[config.mk]
export PLATFORM = sky130hd
export DESIGN_NAME = skhqp_ram
export DESIGN_NICKNAME = d
export VERILOG_FILES = /design/src/rtl/skhqp_ram.sv
export SDC_FILE = /design/constraint.sdc
export NUM_CORES = 1
export LEC_CHECK = 0
export BUFFER_PORTS_ARGS = -buffer_cell sky130_fd_sc_hd__buf_2
export CELL_PAD_IN_SITES_DETAIL_PLACEMENT = 1
export CELL_PAD_IN_SITES_GLOBAL_PLACEMENT = 2
export CORE_MARGIN = 1
export CORE_UTILIZATION = 52
export CTS_CLUSTER_DIAMETER = 60
export DETAILED_ROUTE_END_ITERATION = 12
export PLACE_DENSITY_LB_ADDON = 0.3
export SYNTH_ARGS = -nofsm -noshare
export SYNTH_HDL_FRONTEND = slang
export SYNTH_SLANG_ARGS = --single-unit
export TNS_END_PERCENT = 10
[constraint.sdc]
create_clock -name i_clk -period 4.8 [get_ports i_clk]
set_clock_uncertainty 0.1 [all_clocks]
set_input_delay 0.96 -clock i_clk [delete_from_list [all_inputs] [get_ports i_clk]]
set_output_delay 0.96 -clock i_clk [all_outputs]
set_load 0.005 [all_outputs]
[src/rtl/skhqp_ram.sv]
// Generic single-port synchronous RAM with registered read.
module skhqp_ram #(
    parameter int WIDTH = 8,
    parameter int DEPTH = 16
) (
    input  logic                     i_clk,
    input  logic                     i_we,
    input  logic [$clog2(DEPTH)-1:0] i_addr,
    input  logic [WIDTH-1:0]         i_wdata,
    output logic [WIDTH-1:0]         o_rdata
);
    logic [WIDTH-1:0] r_mem [DEPTH];
    logic [WIDTH-1:0] r_rdata;

    always_ff @(posedge i_clk) begin
        if (i_we) begin
            r_mem[i_addr] <= i_wdata;
        end
        r_rdata <= r_mem[i_addr];
    end

    assign o_rdata = r_rdata;
endmodule

; ---- Word-level counts from Yosys, hierarchy flattened
; Memory sizes are Yosys's and may differ from the RTL's. A register that Yosys moved wholly into a read port is not among the register bits.
; Cells that the tools add are included.
; Widths: inputs -> output; s select.
[classes]
mux = 2
[op_table]
columns = operator, count
row1 = $mux 1, 2
[totals]
out_inout_bits = 8
reg_bits = 0
n_memories = 1
ram_bits = 128
inputBits = 14
[memory_table]
columns = memory, depth, word_bits, read_ports, rd_ports_with_merged_regs, write_ports, line
row1 = r_mem, 16, 8, 1, 1, 1, 12  ; logic [WIDTH-1:0] r_mem [DEPTH];

; ---- Longest topological paths before layout
[logic_depth]
ltp_word = 2
ltp_mapped = 5
ltp_nobuf = 3

; ---- Least setup slack after synthesis
; OpenSTA, ideal clock, no wires.
[synth_path]
path_type = input port to flip-flop
startpoint = in i_addr[2]
endpoint = mem r_mem[0][0], enable pin
path_stages = 2
arrival_ps = 2070
path_buffers = 0
path_slack_ps = 2247
setup_ps = 383
path_cell_list = or3b_2 -> nor3_1
[synth_lines]
columns = element, line
row1 = from (decl), 8  ; input logic [$clog2(DEPTH)-1:0] i_addr,
row2 = to (decl), 12
; No word-level cell before the write port.

; ---- Worst setup path in the final report
[layout_path]
startpoint = in i_addr[1]
endpoint = mem r_mem[15][1], enable pin
; No word-level cell before the write port.

==> results <==
- The run finished with clean final reports.
- The required time at the worst-slack endpoint is 4.86 ns.
- The slowest stage of the critical path is the sky130_fd_sc_hd__buf_2 cell.
- Of the available clock period, the critical path in the final layout requires 0.5480.
- The remaining antenna violation count after routing is 0.
- Max-cap violations in this run came to 0.
- The share of total power dissipated in sequential elements is 0.475.
- The post-route cell area is 0.005924 mm2.
- The longest clock path from root to sink contains 2 buffers.
- The floorplan step defined a die boundary enclosing 0.01014 mm2.
- The initial core utilization is 0.5433.
- At the end of the flow, the number of nets in the layout was 278.
- The worst hold-check path type is reg2reg.
- In the final timing run, aggregate negative setup slack is 0 ns.
- Setup repair after global routing left no endpoint under its margin.
- The arrival time of data at the critical path endpoint is 2.69 ns.
- The congestion estimate from routability-driven global placement came to 0.7053.
- For this run, asynchronously set or reset flops after synthesis account for 0.
- The completed layout was analyzed and its total power is 2.815 mW.
- The count of hold buffers inserted by post-cts repair is 0.
- Across the VDD grid, the largest voltage drop is 0.3963 mV.
- After detailed routing, the number of vias per cell comes to 5.936.
- Counting both buffers and inverters, the worst setup path holds a total of 1.
- For this run, the leading register cell type out of synthesis is sky130_fd_sc_hd__edfxtp_1.
- The type of origin of the critical path is an input port.
- Measured along the y axis, the die boundary spans 100.7 um.
- For this design the total switching power over the nets is 0.5938 mW.
- TritonCTS built the clock tree.
- Clock tree synthesis inserted a total of 17 buffers.
- The layout filler cell count is 774.
- The kind of cell with the highest combined delay along the critical path is simple AND/OR/NAND/NOR gates.
- The number of global-route vias before repair is 2562.
- The root buffer cell is sky130_fd_sc_hd__clkbuf_8.
- The first detailed-routing pass ran for 4 iterations.
- Summing all placed instances gives a cell area of 0.005311 mm2.
- Entering global routing, the biggest net connects 40 pins.
- The worst slack on hold paths is 0.5952 ns.
- The number of antenna violations at the first check in global routing is 0.
- The number of hold-slack violations in the final timing report was 0.
- For this run the aggregate overflow at the end of global routing stands at 0.
- The number of enable-type register cells in the synthesized netlist is 128.
- The count of inserted antenna diode cells is 0.
- The growth of design area from synthesis to finish is 16.91%.
- The synthesized flop and latch total is 136.
- Synthesis handed over a netlist of 230 instances.
- The internal power of the cells totals 2.221 mW.
- The cell area after synthesis is 0.005067 mm2.
- After floorplanning, the core was divided into 35 placement rows.
- The final routed wire length divided by cell count is 27.53 um.
- The net count after synthesis is 244.
- The DRC violation count after routing is 0.
- The H-tree depth is 4.
- Setup violations remaining at the end of the flow were counted as 0.
- The number of buffers inserted to repair setup after CTS is 0.
- The first routing iteration left 199 violations.
- The average cell area after synthesis is 22.03 um2.
- The areal power density over the cells is 475.2 mW/mm2.
- The sink count of the clock tree is 136.
- In the final layout, the share of cells above drive strength 1 is 0.3249.
- The clock-pin slew on the worst setup and hold paths is 0.06 ns.
- The top cell types in the final layout, fill and taps aside, are sky130_fd_sc_hd__edfxtp_1, sky130_fd_sc_hd__mux4_2, sky130_fd_sc_hd__buf_2, sky130_fd_sc_hd__a22oi_1, sky130_fd_sc_hd__clkbuf_16.
- The worst slew margin relative to its limit is 0.3526.
- The clock latency reported for the late side of the worst-skew pair is 0.53 ns.
- The routed wire length is 11180 um.
- Gates resized during post-CTS repair numbered 0.
- Detailed placement ended at an HPWL of 6421 um.
- On the worst path, the slowest cell contributes a delay of 0.72 ns.
- The sequential fraction of the synthesis area is 0.7901.
- The multi-input combinational cell area is 0.001003 mm2.
- During synthesis, Yosys emitted a total of 0 warnings.
- The proportion of power drawn by combinational gates is 0.044.
- The worst setup path is of the in2reg kind.
- The actual slew at the worst max-slew pin is 0.9712 ns.
- Summed over all cells, the static leakage comes to 1.932 nW.
- The final route contains 2410 vias.
- The distinct cell type count of the synthesized netlist is 18.
- Leaving out fill and tap cells, the most frequent cell in the layout is sky130_fd_sc_hd__edfxtp_1.
- The switching part of the total is 0.2109.
- The chip width is 100.7 um.
- The region available for standard cell placement spans 0.009328 mm2.
- During placement, the flow inserted port buffers numbering 21.
- The number of I/O pins is 22.
- The worst path needs 2.630 ns of the cycle, external delays included.
- The number of pins exceeding their max-slew limit in the final report is 0.
- The type of element capturing the critical path is a register.
- The signal on the critical path passes through buf_2 > nand2_1 > nor2_1.
- The sequential cells in the finished layout cover a total of 0.004004 mm2.
- The top achievable clock speed is 0.3802 GHz.
- The critical-path maximum fanout is 39.
- The clock network power share is 0.481.
- Across every metal layer, demand over resource in global routing totals 0.2534.
- The wire length of the first global-routing pass is 16770 um.
## cells by family (layout without fill, tap and decap cells)
family | after synthesis | in the layout | share of synthesized area
compound gates | 16 | 16 | 0.02370
buf+inv | 11 | 58 | 0.01185
flops | 136 | 136 | 0.7901
mux | 32 | 32 | 0.1422
simple gates | 35 | 35 | 0.03210
## cells in the mapped netlist, drive strengths merged, types with 2 or more instances
cell    count  area (um2)
a22oi      16       120.1
buf         8       47.54
clkbuf      3       12.51
dfxtp       8       160.2
edfxtp    128        3844
mux4       32       720.7
nand2       9       33.78
nand2b      2       12.51
nand3b      2       15.01
nor2       13       48.80
nor2b       2       12.51
nor3        4       20.02
## power groups by stage
stage	Sequential [mW]	Clock, mW	Combinational (mW)
finish	1.34	1.35	0.123
floorplan	1.36	0	0.0684
detailed placement	1.36	0	0.123
CTS	1.34	1.38	0.126
global placement	1.36	0	0.120
global route	1.34	1.42	0.134
## worst register-to-register path, cell delays in order (launching register included)
cell,delay [ns]
sky130_fd_sc_hd__edfxtp_1,0.44
sky130_fd_sc_hd__mux4_2,0.52
sky130_fd_sc_hd__a22oi_1,0.28
sky130_fd_sc_hd__nand2_1,0.09
## sequential cells by signal, indices dropped and copies added, names as in the netlist
name	cells
r_mem	128
o_rdata	8
## layout make-up
| cell class | count | share of cell area |
|---|---|---|
| clock buffer | 17 | 0.06990 |
| timing repair buffer | 26 | 0.02408 |
| tap | 129 | 0.02724 |
| clock inverter | 15 | 0.03358 |
| multi-input combinational | 83 | 0.1694 |
| sequential | 136 | 0.6758 |
## layer usage
layer	track usage	vias up	routed length (um)
met5	0	-	0
met4	0.1037	0	107
met3	0.07420	10	665
met2	0.3825	86	5525
met1	0.3512	1282	4881
li1	-	1032	-
## worst paths after layout
kind | startpoint | endpoint | slack, ns | cells past startpoint
worst min register to register | r_mem[14][1]$_DFFE_PP_ | o_rdata[1]$_DFF_P_ | 0.60 | 3
worst max register to register | r_mem[3][2]$_DFFE_PP_ | o_rdata[2]$_DFF_P_ | 3.27 | 3
worst min-delay path | r_mem[14][1]$_DFFE_PP_ | o_rdata[1]$_DFF_P_ | 0.60 | 3
worst max-delay path | i_addr[1] | r_mem[15][1]$_DFFE_PP_ | 2.17 | 3
## stage by stage
stage,worst slack (ns),std cells,util
2_1_floorplan,2.247,230,-
3_3_place_gp,1.618,374,0.5694
3_5_place_dp,1.579,374,0.5694
4_1_cts,2.142,406,0.6351
5_1_grt,1.991,406,0.6351
6_report,2.170,406,0.6351
Note: power is estimated with default switching activity, not from simulation.
